===== config.mk =====
export PLATFORM = sky130hd
export DESIGN_NAME = one_wire_bus_master
export DESIGN_NICKNAME = d
export VERILOG_FILES = /design/src/rtl/owbm_pkg.sv /design/src/rtl/one_wire_bus_master.sv
export VERILOG_INCLUDE_DIRS = /design/src /design/src/rtl
export SDC_FILE = /design/constraint.sdc
export NUM_CORES = 1
export LEC_CHECK = 0
export BUFFER_PORTS_ARGS = -buffer_cell sky130_fd_sc_hd__buf_2
export CAP_MARGIN = 20
export CORE_ASPECT_RATIO = 2
export CORE_MARGIN = 2
export CORE_UTILIZATION = 55
export CTS_BUF_LIST = sky130_fd_sc_hd__clkbuf_8 sky130_fd_sc_hd__clkbuf_16
export DETAILED_ROUTE_END_ITERATION = 8
export PLACE_DENSITY = 0.76
export REMOVE_ABC_BUFFERS = 1
export SLEW_MARGIN = 20
export SYNTH_ARGS = -nofsm -noshare
export SYNTH_HDL_FRONTEND = slang
export SYNTH_SLANG_ARGS = --single-unit

===== constraint.sdc =====
create_clock -name clock -period 4.1 [get_ports clock]
set_input_delay 0.615 -clock clock [delete_from_list [all_inputs] [get_ports clock]]
set_output_delay 0.615 -clock clock [all_outputs]
set_load 0.05 [all_outputs]

===== src/rtl/assert_macros.svh =====
// ----------------------------------------------------------------------------
// Assertion macros
// Shared helpers for concurrent checks in the RTL.
// ----------------------------------------------------------------------------
`ifndef ASSERT_MACROS_SVH
`define ASSERT_MACROS_SVH

// Same-cycle implication, disabled while reset is high.
`define ASSERT_IMPLIES(label, clk, rst, ante, cons) \
   label: assert property (@(posedge clk) disable iff (rst) (ante) |-> (cons)) \
      else $error("implication check failed");

// Next-cycle implication, disabled while reset is high.
`define ASSERT_NEXT(label, clk, rst, ante, cons) \
   label: assert property (@(posedge clk) disable iff (rst) (ante) |=> (cons)) \
      else $error("next-cycle check failed");

`endif


===== src/rtl/owbm_pkg.sv =====
// ----------------------------------------------------------------------------
// owbm_pkg
// Types and constants for the 1-Wire bus master.
// ----------------------------------------------------------------------------
`timescale 1ns / 1ps

package owbm_pkg;

   // Tick timer width and its saturation value.
   localparam int TIMER_WIDTH = 10;
   localparam logic [TIMER_WIDTH-1:0] TIMER_MAX = {TIMER_WIDTH{1'b1}};

   // Width of the time registers and of the comparison against the timer.
   localparam int TIME_WIDTH = 10;
   localparam int CMP_WIDTH  = (TIMER_WIDTH > TIME_WIDTH) ? TIMER_WIDTH : TIME_WIDTH;

   // Configuration port.
   localparam int CSR_INDEX_WIDTH = 3;
   localparam int CSR_DATA_WIDTH  = 10;

   localparam logic [CSR_INDEX_WIDTH-1:0] REG_RESET_LOW    = 3'd0;
   localparam logic [CSR_INDEX_WIDTH-1:0] REG_PRESENCE     = 3'd1;
   localparam logic [CSR_INDEX_WIDTH-1:0] REG_RESET_TAIL   = 3'd2;
   localparam logic [CSR_INDEX_WIDTH-1:0] REG_SLOT_LOW     = 3'd3;
   localparam logic [CSR_INDEX_WIDTH-1:0] REG_SAMPLE_DELAY = 3'd4;
   localparam logic [CSR_INDEX_WIDTH-1:0] REG_SLOT_TAIL    = 3'd5;
   localparam logic [CSR_INDEX_WIDTH-1:0] REG_IDLE_LIMIT   = 3'd6;

   // Register defaults after reset.
   localparam logic [TIME_WIDTH-1:0] RESET_LOW_DEFAULT    = 10'd480;
   localparam logic [TIME_WIDTH-1:0] PRESENCE_DEFAULT     = 10'd66;
   localparam logic [TIME_WIDTH-1:0] RESET_TAIL_DEFAULT   = 10'd414;
   localparam logic [TIME_WIDTH-1:0] SLOT_LOW_DEFAULT     = 10'd1;
   localparam logic [TIME_WIDTH-1:0] SAMPLE_DELAY_DEFAULT = 10'd14;
   localparam logic [TIME_WIDTH-1:0] SLOT_TAIL_DEFAULT    = 10'd45;
   localparam logic [7:0]            IDLE_LIMIT_DEFAULT   = 8'd128;

   // Command codes.
   localparam logic [1:0] OP_TICK  = 2'd0;
   localparam logic [1:0] OP_RESET = 2'd1;
   localparam logic [1:0] OP_BYTE  = 2'd2;

   // Reset status codes.
   localparam logic [1:0] STATUS_PRESENCE = 2'd0;
   localparam logic [1:0] STATUS_NONE     = 2'd1;
   localparam logic [1:0] STATUS_STUCK    = 2'd2;

   // Last slot of a byte.
   localparam logic [2:0] LAST_SLOT = 3'd7;

   // Bus sequencer phases.
   typedef enum logic [7:0] {
      PH_IDLE      = 8'b0000_0001,
      PH_WAIT_HIGH = 8'b0000_0010,
      PH_RST_LOW   = 8'b0000_0100,
      PH_RST_REL   = 8'b0000_1000,
      PH_RST_TAIL  = 8'b0001_0000,
      PH_SLOT_LOW  = 8'b0010_0000,
      PH_SLOT_WAIT = 8'b0100_0000,
      PH_SLOT_TAIL = 8'b1000_0000
   } phase_type;

   // Input word: one bus tick.
   typedef struct packed {
      logic [1:0] op;
      logic [7:0] tx_byte;
      logic       line_level;
   } req_word_type;

   // Result word: bus drive and status for the tick.
   typedef struct packed {
      logic       drive_low;
      logic       busy_res;
      logic       done_res;
      logic [1:0] reset_status;
      logic [7:0] rx_byte;
   } rsp_word_type;

endpackage


===== src/rtl/one_wire_bus_master.sv =====
// The result word for a tick is registered and presented in the cycle after its acceptance.
// Throughput: one tick word per cycle unless stalled; a single sequencer pass per word.
// A full result register lets a new word in whenever the result is taken that cycle.
// Reset (synchronous, active high) returns the sequencer to idle, clears the timers,
// the shift register and the status, and restores the timing registers to defaults.
// ----------------------------------------------------------------------------
// one_wire_bus_master
// Tick-driven 1-Wire master: reset/presence sequence and LSB-first byte slots.
// ----------------------------------------------------------------------------
`timescale 1ns / 1ps
`include "assert_macros.svh"

module one_wire_bus_master
   import owbm_pkg::*;
(
   input  logic                       clock,
   input  logic                       reset,
   input  logic                       req_valid,
   output logic                       req_stall,
   input  req_word_type               req_word,
   output logic                       rsp_valid,
   input  logic                       rsp_stall,
   output rsp_word_type               rsp_word,
   input  logic                       csr_we,
   input  logic [CSR_INDEX_WIDTH-1:0] csr_index,
   input  logic [CSR_DATA_WIDTH-1:0]  csr_wdata
);

   // Timing registers.
   logic [TIME_WIDTH-1:0] reset_low_ff, presence_ff, reset_tail_ff;
   logic [TIME_WIDTH-1:0] slot_low_ff, sample_delay_ff, slot_tail_ff;
   logic [7:0]            idle_limit_ff;

   // Sequencer state.
   phase_type              phase_ff, phase_in;
   logic [TIMER_WIDTH-1:0] tick_timer_ff, tick_timer_in;
   logic [7:0]             idle_wait_ff, idle_wait_in;
   logic [2:0]             slot_index_ff, slot_index_in;
   logic [7:0]             shift_byte_ff, shift_byte_in;
   logic [1:0]             last_status_ff, last_status_in;

   // Result register.
   logic         rsp_valid_ff, rsp_valid_in;
   rsp_word_type rsp_word_ff, rsp_word_in;

   // Working values inside the single pass.
   phase_type              start_phase;
   logic [TIMER_WIDTH-1:0] start_timer, timer_inc;
   logic [7:0]             start_wait;
   logic [2:0]             start_slot;
   logic [7:0]             start_shift;
   logic [TIME_WIDTH-1:0]  phase_limit;
   logic                   timer_end;
   logic [7:0]             wait_inc;
   logic                   req_accept;
   logic                   drive, busy, done;

   // A new word enters when the result register is empty or is taken now.
   assign req_stall  = rsp_valid_ff & rsp_stall;
   assign req_accept = req_valid & ~req_stall;
   assign rsp_valid  = rsp_valid_ff;
   assign rsp_word   = rsp_word_ff;

   // Configuration writes; an index past the last register is ignored.
   always_ff @(posedge clock) begin
      if (reset) begin
         reset_low_ff    <= RESET_LOW_DEFAULT;
         presence_ff     <= PRESENCE_DEFAULT;
         reset_tail_ff   <= RESET_TAIL_DEFAULT;
         slot_low_ff     <= SLOT_LOW_DEFAULT;
         sample_delay_ff <= SAMPLE_DELAY_DEFAULT;
         slot_tail_ff    <= SLOT_TAIL_DEFAULT;
         idle_limit_ff   <= IDLE_LIMIT_DEFAULT;
      end else if (csr_we) begin
         unique case (csr_index)
            REG_RESET_LOW:    reset_low_ff    <= csr_wdata;
            REG_PRESENCE:     presence_ff     <= csr_wdata;
            REG_RESET_TAIL:   reset_tail_ff   <= csr_wdata;
            REG_SLOT_LOW:     slot_low_ff     <= csr_wdata;
            REG_SAMPLE_DELAY: sample_delay_ff <= csr_wdata;
            REG_SLOT_TAIL:    slot_tail_ff    <= csr_wdata;
            REG_IDLE_LIMIT:   idle_limit_ff   <= csr_wdata[7:0];
            default: ;
         endcase
      end
   end

   // Command start: an idle sequencer picks up a reset or a byte transfer.
   always_comb begin
      start_phase = phase_ff;
      start_timer = tick_timer_ff;
      start_wait  = idle_wait_ff;
      start_slot  = slot_index_ff;
      start_shift = shift_byte_ff;
      if (phase_ff == PH_IDLE) begin
         if (req_word.op == OP_RESET) begin
            start_phase = PH_WAIT_HIGH;
            start_wait  = '0;
         end else if (req_word.op == OP_BYTE) begin
            start_phase = PH_SLOT_LOW;
            start_timer = '0;
            start_slot  = '0;
            start_shift = req_word.tx_byte;
         end
      end
   end

   // Shared tick timer: saturating increment and end-of-phase compare.
   always_comb begin
      unique case (start_phase)
         PH_RST_LOW:   phase_limit = reset_low_ff;
         PH_RST_REL:   phase_limit = presence_ff;
         PH_RST_TAIL:  phase_limit = reset_tail_ff;
         PH_SLOT_LOW:  phase_limit = slot_low_ff;
         PH_SLOT_WAIT: phase_limit = sample_delay_ff;
         PH_SLOT_TAIL: phase_limit = slot_tail_ff;
         default:      phase_limit = '0;
      endcase
      timer_inc = (start_timer != TIMER_MAX) ? start_timer + 1'b1 : start_timer;
      timer_end = (CMP_WIDTH'(timer_inc) >= CMP_WIDTH'(phase_limit))
                  || (timer_inc == TIMER_MAX);
      wait_inc  = (start_wait != 8'hFF) ? start_wait + 8'd1 : start_wait;
   end

   // Phase sequencer: one step per tick.
   always_comb begin
      phase_in       = start_phase;
      tick_timer_in  = start_timer;
      idle_wait_in   = start_wait;
      slot_index_in  = start_slot;
      shift_byte_in  = start_shift;
      last_status_in = last_status_ff;
      drive          = 1'b0;
      done           = 1'b0;
      busy           = (start_phase != PH_IDLE);
      unique case (start_phase)
         PH_IDLE: begin
         end
         PH_WAIT_HIGH: begin
            if (req_word.line_level) begin
               phase_in      = PH_RST_LOW;
               tick_timer_in = '0;
            end else begin
               idle_wait_in = wait_inc;
               if (wait_inc >= idle_limit_ff) begin
                  last_status_in = STATUS_STUCK;
                  phase_in       = PH_IDLE;
                  done           = 1'b1;
               end
            end
         end
         PH_RST_LOW: begin
            drive         = 1'b1;
            tick_timer_in = timer_inc;
            if (timer_end) begin
               phase_in      = PH_RST_REL;
               tick_timer_in = '0;
            end
         end
         PH_RST_REL: begin
            tick_timer_in = timer_inc;
            if (timer_end) begin
               last_status_in = req_word.line_level ? STATUS_NONE : STATUS_PRESENCE;
               phase_in       = PH_RST_TAIL;
               tick_timer_in  = '0;
            end
         end
         PH_RST_TAIL: begin
            tick_timer_in = timer_inc;
            if (timer_end) begin
               phase_in = PH_IDLE;
               done     = 1'b1;
            end
         end
         PH_SLOT_LOW: begin
            drive         = 1'b1;
            tick_timer_in = timer_inc;
            if (timer_end) begin
               phase_in      = PH_SLOT_WAIT;
               tick_timer_in = '0;
            end
         end
         PH_SLOT_WAIT: begin
            // A one bit releases early; a zero bit keeps the line low.
            drive         = ~start_shift[0];
            tick_timer_in = timer_inc;
            if (timer_end) begin
               // Keep the outgoing bit for the tail, shift the sample in at the top.
               idle_wait_in  = {7'd0, start_shift[0]};
               shift_byte_in = {req_word.line_level, start_shift[7:1]};
               phase_in      = PH_SLOT_TAIL;
               tick_timer_in = '0;
            end
         end
         PH_SLOT_TAIL: begin
            drive         = ~start_wait[0];
            tick_timer_in = timer_inc;
            if (timer_end) begin
               if (start_slot >= LAST_SLOT) begin
                  slot_index_in = '0;
                  phase_in      = PH_IDLE;
                  done          = 1'b1;
               end else begin
                  slot_index_in = start_slot + 3'd1;
                  phase_in      = PH_SLOT_LOW;
                  tick_timer_in = '0;
               end
            end
         end
         default: begin
            phase_in = PH_IDLE;
         end
      endcase
   end

   // Result word for this tick.
   always_comb begin
      rsp_word_in.drive_low    = drive;
      rsp_word_in.busy_res     = busy;
      rsp_word_in.done_res     = done;
      rsp_word_in.reset_status = last_status_in;
      rsp_word_in.rx_byte      = shift_byte_in;
      if (req_accept) begin
         rsp_valid_in = 1'b1;
      end else if (~rsp_stall) begin
         rsp_valid_in = 1'b0;
      end else begin
         rsp_valid_in = rsp_valid_ff;
      end
   end

   // Sequencer state advances only on an accepted tick.
   always_ff @(posedge clock) begin
      if (reset) begin
         phase_ff       <= PH_IDLE;
         tick_timer_ff  <= '0;
         idle_wait_ff   <= '0;
         slot_index_ff  <= '0;
         shift_byte_ff  <= '0;
         last_status_ff <= STATUS_PRESENCE;
         rsp_valid_ff   <= 1'b0;
      end else begin
         rsp_valid_ff <= rsp_valid_in;
         if (req_accept) begin
            phase_ff       <= phase_in;
            tick_timer_ff  <= tick_timer_in;
            idle_wait_ff   <= idle_wait_in;
            slot_index_ff  <= slot_index_in;
            shift_byte_ff  <= shift_byte_in;
            last_status_ff <= last_status_in;
         end
      end
   end

   // Result payload register; loaded with the word for each accepted tick.
   always_ff @(posedge clock) begin
      if (req_accept) begin
         rsp_word_ff <= rsp_word_in;
      end
   end

   // A finished command leaves the sequencer idle.
   `ASSERT_IMPLIES(a_done_idle, clock, reset,
      rsp_valid_ff && rsp_word_ff.done_res, phase_ff == PH_IDLE)
   // A word that is not busy means nothing was started and the sequencer stays idle.
   `ASSERT_IMPLIES(a_not_busy_idle, clock, reset,
      rsp_valid_ff && !rsp_word_ff.busy_res, phase_ff == PH_IDLE)
   // The slot counter is only away from zero inside a byte transfer.
   `ASSERT_IMPLIES(a_slot_in_transfer, clock, reset, slot_index_ff != 3'd0,
      phase_ff == PH_SLOT_LOW || phase_ff == PH_SLOT_WAIT || phase_ff == PH_SLOT_TAIL)
   // A byte command taken while idle reports busy on its own tick.
   `ASSERT_NEXT(a_byte_start_busy, clock, reset,
      req_accept && phase_ff == PH_IDLE && req_word.op == OP_BYTE,
      rsp_valid_ff && rsp_word_ff.busy_res)

endmodule


==> metrics.txt, run 1 <==
status=completed; Critical Path RT=4400 ps; Layout Skew=between 10 and 15 ps; Initial Utilization=56.4%; Final Max Tran Viols=0; Antenna Cells=0; asr flop ratio synth=0%; setup TNS=0 ps; Die Span Y=162 microns; CP Capture Type=flop; Post-synth EDFFs=13; Pwr Total=roughly 3.2 mW; Num CTS Buffers=17; H-tree depth=4; HPWL after DPL=between 10,000 and 15,000 microns; Hold Crit Class=in -> reg; CTS tree=yes; fillers=968; syn avg cell area=7.95 sq um; Critical Path AT=about 4300 ps; clock latency on the worst-skew pair=420 ps; layout cells sized above 1=about 20%; Placed Area=7480 sq um; ANT nets after route=0; achievable frequency=0.249 GHz; Area Overhead vs Synth=20.5%; worst hold slack=~440 ps; Main synth FF type=dfxtp_1; Syn Inst Count=between 800 and 900; Power Density=about 390 nW/um^2; # setup viols final=0; design area=8280 sq um; clock slew at reported path FFs=60 ps; post-synth cell types=80; Rel. slew slack=approximately two fifths; Core Region=between 10,000 and 15,000 sq um; Tcrit/Tclk final=98.0%; synthesized cell area=6870 sq um; crit path launch type=flop; Seq pwr share=approximately two fifths; final wirelength=between 20,000 and 25,000 microns; max-cap viol count=0; #FFs+latches synth=between 100 and 150; remaining global-route overflow=0; die width=83.0 microns; GRT Overall Usage=30.6%; final worst path period need=between 4000 and 5000 ps; Setup CP Type=reg -> reg; Rows=57; DRC errors left=0; Top-Level Pins=44; Switching Share=27.1%; VDD IR max=0.377 mV; Sink Count=about 120; yosys synthesis warning count=0; Pint=between 2 and 2.5 mW; Comb power frac=between 10% and 20%; Layout Nets=986; largest net degree at the start of global routing=71; Vias/cell=6.48; Starting DRT DRC Count=708; P_sw=0.870 mW; Pre-Repair DR Iteration Count=8; Pleak=3.22 nW; die area=around 13,000 sq um; worst slew pin tran=870 ps; Root Buffer=clkbuf_16; CP max FO=8; I/O Buffers=43; vias post-DR=7,096; WL/cell=19.5 microns; clk buf depth=2; Final GP Congestion=0.975; final hold vios=0; antenna violations before repair=0; number of global-route vias before repair=between 7,000 and 8,000; register area share after synthesis=37.1%; first-pass GRT wire length=about 33,000 microns; Clk pwr share=between 40% and 50%; Post-CTS Hold Buffers=0
-- worst paths after layout --
kind	slack [ps]	start	cells past startpoint	end
hold / removal	440	req_valid	3	rsp_valid
setup reg to reg	80	phase_ff[3]	20	last_status_ff[1]
hold reg to reg	460	presence_ff[7]	2	presence_ff[7]
setup / recovery	80	phase_ff[3]	20	last_status_ff[1]
-- cell families after synthesis --
group	after synthesis	share of synthesized area [%]
DFF	121	37.1
and+or+nand+nor	402	28.8
buffers and inverters	71	4.71
AOI/OAI and AO/OA	229	22.8
adders and majority gates	22	4.01
xor gates and xnor gates	10	1.27
muxes	9	1.33
-- placed cells by master (no fill, tap or decap), types with 12 or more instances in the layout --
master / count
buf_2: 42
edfxtp_1: 13
nand4_1: 18
nor3_1: 13
nand3_1: 17
and2_1: 12
o21ai_0: 17
nor2_1: 60
nand2_1: 192
nand2b_1: 12
clkbuf_16: 17
buf_4: 61
dfxtp_1: 107
ha_1: 18
a21oi_1: 88
inv_1: 15
nand3b_1: 25
-- what timing repair did --
item                                    in CTS  in global routing
endpoints found under the setup margin       6                 50
gates resized for setup                      2                 39
buffers inserted                             1                  1
pin swaps                                    3                 17
cloned                                       0                  1
-- worst max-delay path: stages (launching register included) --
cell	delay, ps
dfxtp_1	340
nor4_4	320
nand4_1	150
buf_6	160
and2_1	150
ha_2	190
and3_4	180
and3_4	200
buf_4	130
xnor2_1	150
nor2_1	70
ha_1	310
nor2b_2	160
o21ai_2	70
a41oi_2	170
o31ai_2	100
buf_4	170
buf_12	140
or2_4	260
buf_4	160
a311oi_1	340
-- metal layers --
layer	up-vias	track usage [%]	share of wire, %
met5	-	0	0
met4	0	22.4	6.3
met3	99	6.10	5.4
met2	368	55.9	53
met1	3347	30.0	35
li1	3282	-	-
-- sequential cells by signal (all words and copies together) (netlist names) --
| signal | flops |
|---|---|
| idle_limit_ff | 8 |
| idle_wait_ff | 8 |
| last_status_ff | 2 |
| phase_ff | 8 |
| presence_ff | 10 |
| reset_low_ff | 10 |
| reset_tail_ff | 10 |
| rsp_valid | 1 |
| rsp_word | 13 |
| sample_delay_ff | 10 |
| shift_byte_ff | 8 |
| slot_index_ff | 3 |
| slot_low_ff | 10 |
| slot_tail_ff | 10 |
| tick_timer_ff | 10 |
-- power by group through the flow --
stage	sequential [mW]	clock (mW)	combinational, mW
global placement	1.28	0	0.338
CTS	1.25	1.59	0.350
floorplan	1.31	0	0.154
global route	1.26	1.65	0.391
detailed placement	1.28	0	0.346
finish	1.25	1.59	0.367
-- layout make-up --
| type | instances | area (sq um) | share of cell area (%) |
|---|---|---|---|
| well taps | 147 | 184 | 2.22 |
| repair buffers | 106 | 711 | 8.58 |
| flip-flops and latches | 121 | 2550 | 30.8 |
| clock buffers | 18 | 439 | 5.30 |
| inverters | 16 | 60.1 | 0.725 |
| multi-input cells | 673 | 4150 | 50.1 |
| clock inverters | 14 | 183 | 2.21 |
-- cells in the mapped netlist (all sizes together), types with 9 or more instances --
| cell | instances | share of area, % |
|---|---|---|
| inv | 15 | 0.82 |
| clkbuf | 36 | 2.0 |
| a21oi | 90 | 6.6 |
| nand3b | 25 | 2.7 |
| and2 | 12 | 1.1 |
| nor3 | 15 | 1.1 |
| a211oi | 14 | 1.6 |
| a222oi | 11 | 1.6 |
| nand4 | 18 | 1.6 |
| and3 | 10 | 0.98 |
| nand3 | 18 | 1.4 |
| nand2 | 194 | 11 |
| o21ai | 30 | 2.2 |
| buf | 19 | 1.9 |
| nor2 | 63 | 3.5 |
| o211ai | 9 | 0.98 |
| nor2b | 11 | 1.0 |
| dfxtp | 108 | 31 |
| edfxtp | 13 | 5.7 |
| nand2b | 12 | 1.1 |
| ha | 22 | 4.0 |
| a22oi | 12 | 1.4 |
-- stage by stage --
step / util [%] / std cells / setup slack [ps]
after floorplan: - / 809 / -1340
after detailed placement: 61.3 / 1060 / -217
after CTS: 66.6 / 1093 / 7.96
after global placement: 61.3 / 1060 / -134
final: 67.9 / 1095 / 81.0
after global routing: 67.9 / 1095 / -78.4
(Power assumes the default switching activity.)
==> run 2, diff against run 1 <==
ABC_AREA = 1   (was not set)
==> metrics.txt, run 2 <==
Switching Share=32.2% (was 27.1%); status=completed (unchanged); register area share after synthesis=35.7% (was 37.1%); worst slew pin tran=865 ps (was 870 ps); die width=84.6 microns (was 83.0 microns); Die Span Y=165 microns (was 162 microns); r2r startpoint=phase_ff[6] (was phase_ff[3]); P_sw=1.21 mW (was 0.870 mW); Syn Inst Count=1,047 (was 864); worst path bufs/invs=8 (was 5); largest family of logic cells by synthesized area=simple AND/OR/NAND/NOR gates (unchanged); remaining global-route overflow=0 (unchanged); Final GP Congestion=0.964 (was 0.975); VDD IR max=0.397 mV (was 0.377 mV); Top-Level Pins=44 (unchanged); yosys synthesis warning count=0 (unchanged); XOR/XNOR share of the synthesized area=1.09% (was 1.27%); min-delay src=slot_low_ff[7] (was req_valid); final hold vios=0 (unchanged); Initial Utilization=56.6% (was 56.4%); Sink Count=121 (unchanged); asr flop ratio synth=0% (unchanged); fillers=1,080 (was 968); Layout Nets=1,160 (was 986); number of global-route vias before repair=6,995 (was 7,169); achievable frequency=0.257 GHz (was 0.249 GHz); antenna violations before repair=0 (unchanged); clk buf depth=2 (unchanged); top cell type's share of synthesized area=30.3% (was 31.5%); RSZ-0062 raised after global routing=true; synthesized cell area=7150 sq um (was 6870 sq um); Main synth FF type=dfxtp_1 (unchanged); I/O Buffers=43 (unchanged); first-pass GRT wire length=33,900 microns (was 33,500 microns); Post-synth top cells=nand2_1, inv_1, dfxtp_1 (was nand2_1, dfxtp_1, a21oi_1); Finished Core Util=67.9% (about the same); CP max-delay cell=dfxtp_2 (was dfxtp_1); cell taking the most area after synthesis=dfxtp_1 (unchanged); layout cells sized above 1=18.7% (was 20.0%); Clk pwr share=42.8% (was 49.5%); Tcrit/Tclk final=94.7% (was 98.0%); commonest non-fill, non-tap cells in the layout=nand2_1, inv_1, dfxtp_1 (was nand2_1, dfxtp_1, a21oi_1); # setup viols final=0 (unchanged); Layout Skew=8.83 ps (was 10.7 ps); die area=14,000 sq um (was 13,500 sq um); final wirelength=21,700 microns (was 21,400 microns); GRT Overall Usage=30.5% (was 30.6%); Pwr Total=3.74 mW (was 3.21 mW); CP max FO=7 (was 8); Core Region=12,600 sq um (was 12,200 sq um); Area Overhead vs Synth=19.9% (was 20.5%); Setup CP Type=reg -> reg (unchanged); number of flip-flops in the largest register=13 (unchanged); final worst path period need=3880 ps (was 4020 ps); Hold Crit Class=reg -> reg (was in -> reg); Post-synth EDFFs=13 (unchanged); vias post-DR=7,502 (was 7,096); CP Capture Type=flop (unchanged); Pleak=3.95 nW (was 3.22 nW); Synth Area in Simple Gates=30.1% (was 28.8%); Vias/cell=5.90 (was 6.48); Compound-Gate Fraction of Synth Area=18.2% (was 22.8%); HPWL after DPL=14,600 microns (was 14,700 microns); Rel. slew slack=42.1% (was 41.8%); CTS tree=yes (unchanged); clock latency on the worst-skew pair=420 ps (about the same); Root Buffer=clkbuf_16 (unchanged); CP delay by family, top=compound AO/OA/AOI/OAI gates (was simple AND/OR/NAND/NOR gates); Post-Synth Adder-Cell Area=3.85% (was 4.01%); Antenna Cells=0 (unchanged); Pre-Repair DR Iteration Count=8 (unchanged); Comb power frac=22.5% (was 11.4%); mux share of post-synthesis cell area=0% (was 1.33%); Final Max Tran Viols=0 (unchanged); post-synth cell types=47 (was 80); Num CTS Buffers=17 (unchanged); worst setup path start=phase_ff[6] (was phase_ff[3]); commonest non-fill, non-tap cell in the layout=nand2_1 (unchanged); Rows=58 (was 57); ranking of synthesized cells by area=dfxtp_1, nand2_1, inv_1 (was dfxtp_1, nand2_1, a21oi_1); Critical Path RT=4470 ps (was 4400 ps); setup TNS=0 ps (unchanged); Critical Path AT=4250 ps (was 4320 ps); max-cap viol count=0 (unchanged); Pint=2.54 mW (was 2.34 mW); Crit path largest cell delay=340 ps (about the same); Power Density=437 nW/um^2 (was 388 nW/um^2); ANT nets after route=0 (unchanged); clock slew at reported path FFs=60 ps (about the same); crit path launch type=flop (unchanged); H-tree depth=4 (unchanged); largest net degree at the start of global routing=76 (was 71); syn avg cell area=6.82 sq um (was 7.95 sq um); Seq pwr share=34.7% (was 39.0%); count leader, synth=nand2_1 (unchanged); DRC errors left=0 (unchanged); WL/cell=17.0 microns (was 19.5 microns); #FFs+latches synth=121 (unchanged); Starting DRT DRC Count=820 (was 708)
[run 2: cell types whose count changed after synthesis, sizes merged, moves of 19 or more]
cell and change:
nand2 +44, o21ai +69, nand3b -24, inv +120, a21oi -19, nand3 +59
nor2 +51, nand4 +19
[run 2: path summary, 6_finish.rpt]
path,slack (ps),endpoint,depth (start not counted)
min reg2reg,460,slot_low_ff[7],2
min,460,slot_low_ff[7],2
max,220,idle_wait_ff[5],26
max reg2reg,220,idle_wait_ff[5],26
[run 2: metrics by stage]
step / cell area (sq um) / instances / hold WS [ps] / setup slack, ps
final: 8570 / 1272 / 456 / 216
after global routing: 8570 / 1272 / 478 / -83.9
after CTS: 8280 / 1261 / 457 / 44.6
after detailed placement: 7650 / 1229 / 443 / -177
after global placement: 7650 / 1229 / 439 / -121
after floorplan: 6900 / 995 / 429 / -979
[run 2: cell type report]
type / instances / area, sq um / share of cell area, %
Timing Repair Buffer: 94 / 676 / 7.88
Clock buffer: 19 / 475 / 5.55
Inverter: 144 / 556 / 6.48
Multi-Input combinational cell: 731 / 3960 / 46.2
Clock inverter: 13 / 155 / 1.81
Tap cell: 150 / 188 / 2.19
Sequential cell: 121 / 2560 / 29.8
[run 2: cells by family (layout without fill, tap and decap cells)]
| group | after synthesis | after routing |
|---|---|---|
| flops | 121 | 121 |
| simple gates | 476 | 477 |
| fa+ha+maj | 22 | 22 |
| xor+xnor | 8 | 8 |
| compound gates | 224 | 224 |
| buf+inv | 196 | 270 |
[run 2: repair_timing]
| item | CTS | global route |
|---|---|---|
| buffers inserted | 0 | 10 |
| setup endpoints to repair | 0 | 50 |
| hold buffers | 0 | 0 |
| gates resized for setup | 0 | 48 |
[run 2: tightest hold or removal path, delay by kind of cell (launching register included)]
family                 cells  cell delay (ps)
AO/OA/AOI/OAI              1               50
buffers and inverters      1               60
flip-flops                 1              290
[run 2: power groups by stage]
| stage | sequential (mW) | clock (mW) | combinational [mW] |
|---|---|---|---|
| after CTS | 1.30 | 1.61 | 0.753 |
| after global routing | 1.30 | 1.66 | 0.921 |
| after global placement | 1.32 | 0 | 0.740 |
| after floorplan | 1.36 | 0 | 0.445 |
| final | 1.30 | 1.60 | 0.843 |
| after detailed placement | 1.32 | 0 | 0.750 |
[run 2: layer usage]
metal	vias up	global-route usage, %	part of all wire [%]
met5	-	0	0
met1	3387	31.5	36
met4	0	18.6	5.7
met3	121	5.02	6.6
li1	3611	-	-
met2	383	56.3	52
==> run 3, diff against run 2 <==
==> constraint.sdc (replaced) <==
create_clock -name clock -period 4.1 [get_ports clock]
set_input_delay 0.205 -clock clock [delete_from_list [all_inputs] [get_ports clock]]
set_output_delay 0.205 -clock clock [all_outputs]
set_load 0.05 [all_outputs]
==> metrics.txt, run 3 (synthesis results as in run 2) <==
r2r startpoint=phase_ff[0] (was phase_ff[6]); first-pass GRT wire length=34,000 microns (was 33,900 microns); Die Span Y=165 microns (unchanged); Rows=58 (unchanged); placed insts=1,212 (was 1,229); antenna violations before repair=0 (unchanged); Setup CP Type=reg -> reg (unchanged); Crit path largest cell delay=420 ps (was 340 ps); Layout Nets=1,159 (was 1,160); die area=14,000 sq um (unchanged); DRC errors left=0 (unchanged); GRT Overall Usage=30.5% (about the same); crit path cell chain=nand2_1 -> nor2_4 -> nand3_4 -> inv_2 -> nor2_2 -> nand2_1 -> inv_1 -> nand4_1 -> clkinvlp_4 -> buf_6 -> a22oi_1 -> o2111a_2 -> ha_4 -> a21oi_1 -> o21ai_1 -> nand2_1 -> o2111ai_2 -> a31oi_4 -> nand2_4 -> buf_4 -> o2111ai_1 -> a21oi_1; largest net degree at the start of global routing=76 (unchanged); Final GP Congestion=0.957 (was 0.964); setup TNS=-62.8 ps (was 0 ps); Initial Utilization=56.6% (unchanged); PnR worst setup slack=-34.4 ps (was 216 ps); Tcrit/Tclk final=101% (was 94.7%); Core Region=12,600 sq um (unchanged); Worst R2R Setup Slack=-30 ps (was 220 ps); worst reg-to-reg path cell count=22 (was 26); CP max FO=7 (unchanged); final hold vios=0 (unchanged); VDD IR max=0.354 mV (was 0.397 mV); I/O Buffers=43 (unchanged); Starting DRT DRC Count=783 (was 820); Crit. path cell count=22 (was 26); Root Buffer=clkbuf_16 (unchanged); clock latency on the worst-skew pair=430 ps (was 420 ps); status=complete, but fails checks (was completed); max-cap viol count=0 (unchanged); Top-Level Pins=44 (unchanged); vias post-DR=7,716 (was 7,502); achievable frequency=0.242 GHz (was 0.257 GHz); commonest non-fill, non-tap cells in the layout=nand2_1, inv_1, dfxtp_1 (unchanged); Critical Path RT=4380 ps (was 4470 ps); end of the critical path=phase_ff[4] (was idle_wait_ff[5]); final wirelength=22,400 microns (was 21,700 microns); layout cells sized above 1=20.2% (was 18.7%); fillers=1,042 (was 1,080); worst slew pin tran=1070 ps (was 865 ps); final worst path period need=4130 ps (was 3880 ps); CP max-delay cell=dfxtp_1 (was dfxtp_2); CP most frequent cell=nand2_1; # setup viols final=6 (was 0); number of global-route vias before repair=7,095 (was 6,995); clk buf depth=2 (unchanged); Pwr Total=3.88 mW (was 3.74 mW); Critical Path AT=4410 ps (was 4250 ps); Num CTS Buffers=17 (unchanged); HPWL after DPL=14,400 microns (was 14,600 microns); die width=84.6 microns (unchanged); worst path bufs/invs=5 (was 8); WL/cell=17.6 microns (was 17.0 microns); commonest non-fill, non-tap cell in the layout=nand2_1 (unchanged); design area=8680 sq um (was 8570 sq um); Sink Count=121 (unchanged); Non-Filler Instances=1,271 (was 1,272); Antenna Cells=0 (unchanged); Pleak=3.97 nW (was 3.95 nW); CP delay by family, top=compound AO/OA/AOI/OAI gates (unchanged); Area Overhead vs Synth=21.5% (was 19.9%); Layout Skew=10.7 ps (was 8.83 ps); worst setup path start=phase_ff[0] (was phase_ff[6]); Vias/cell=6.07 (was 5.90); Placed Area=7500 sq um (was 7650 sq um); Power Density=446 nW/um^2 (was 437 nW/um^2); Final Max Tran Viols=0 (unchanged); remaining global-route overflow=0 (unchanged); RR Endpoint=phase_ff[4] (was idle_wait_ff[5]); Pre-Repair DR Iteration Count=6 (was 8); clock slew at reported path FFs=60 ps (about the same); number of flip-flops in the largest register=13 (unchanged); Finished Core Util=68.8% (was 67.9%); CP Capture Type=flop (unchanged); failing checks=setup timing; Rel. slew slack=28.6% (was 42.1%); crit path launch type=flop (unchanged); CTS tree=yes (unchanged); ANT nets after route=0 (unchanged); Hold Crit Class=in -> reg (was reg -> reg); H-tree depth=4 (unchanged)
==> run 3: changes by cell type in the layout (fill, tap and decap cells not counted), sizes merged <==
cell and change:
buf -5, clkinv -2, inv +2, nand2 +1, bufinv +2, clkbuf +1
==> run 3: how the worst min path moves through the flow <==
stage	startpoint	end	slack [ps]	depth (start not counted)
after global routing	rsp_stall	rsp_valid	100	3
after global placement	slot_tail_ff[5]	slot_tail_ff[5]	440	2
after detailed placement	reset_low_ff[7]	reset_low_ff[7]	450	2
after floorplan	reset	phase_ff[1]	270	1
final	rsp_stall	rsp_valid	50	3
after CTS	rsp_stall	rsp_valid	50	3
==> run 3: layer usage <==
layer / GRT usage (%) / part of all wire (%) / vias up
li1: - / - / 3624
met1: 31.0 / 36 / 3521
met2: 56.9 / 51 / 437
met3: 4.47 / 6.2 / 134
met4: 19.6 / 6.7 / 0
met5: 0 / 0 / -
==> run 3: layout make-up <==
| type | count | area [sq um] | share of cell area, % |
|---|---|---|---|
| inverter | 144 | 553 | 6.37 |
| clock buffer | 18 | 450 | 5.19 |
| sequential | 121 | 2560 | 29.5 |
| multi-input combinational | 732 | 4080 | 47.0 |
| timing repair buffer | 91 | 637 | 7.33 |
| timing repair inverter | 1 | 7.51 | 0.0864 |
| tap | 150 | 188 | 2.16 |
| clock inverter | 14 | 205 | 2.36 |
==> run 3: what timing repair did <==
item | in CTS | in global routing
endpoints found under the setup margin | 1 | 50
gates resized for setup | 1 | 74
hold buffers | 0 | 0
pin swaps | 0 | 32
setup buffers | 0 | 23
cloned | 0 | 4
==> run 3: where the power goes <==
group | internal, mW | switching (mW)
Sequential | 1.26 | 0.0380
Combinational | 0.314 | 0.576
Clock | 1.07 | 0.618
==> run 3: stage by stage <==
step | worst slack, ps | hold WS (ps)
2_1_floorplan | -768 | 274
3_3_place_gp | 126 | 437
3_5_place_dp | 31.5 | 446
4_1_cts | 101 | 53.6
5_1_grt | -167 | 102
6_report | -34.4 | 54.4
==> run 3: worst min-delay path: stages <==
cell and delay [ps]:
buf_2 90, nand2_1 80, a21oi_1 60
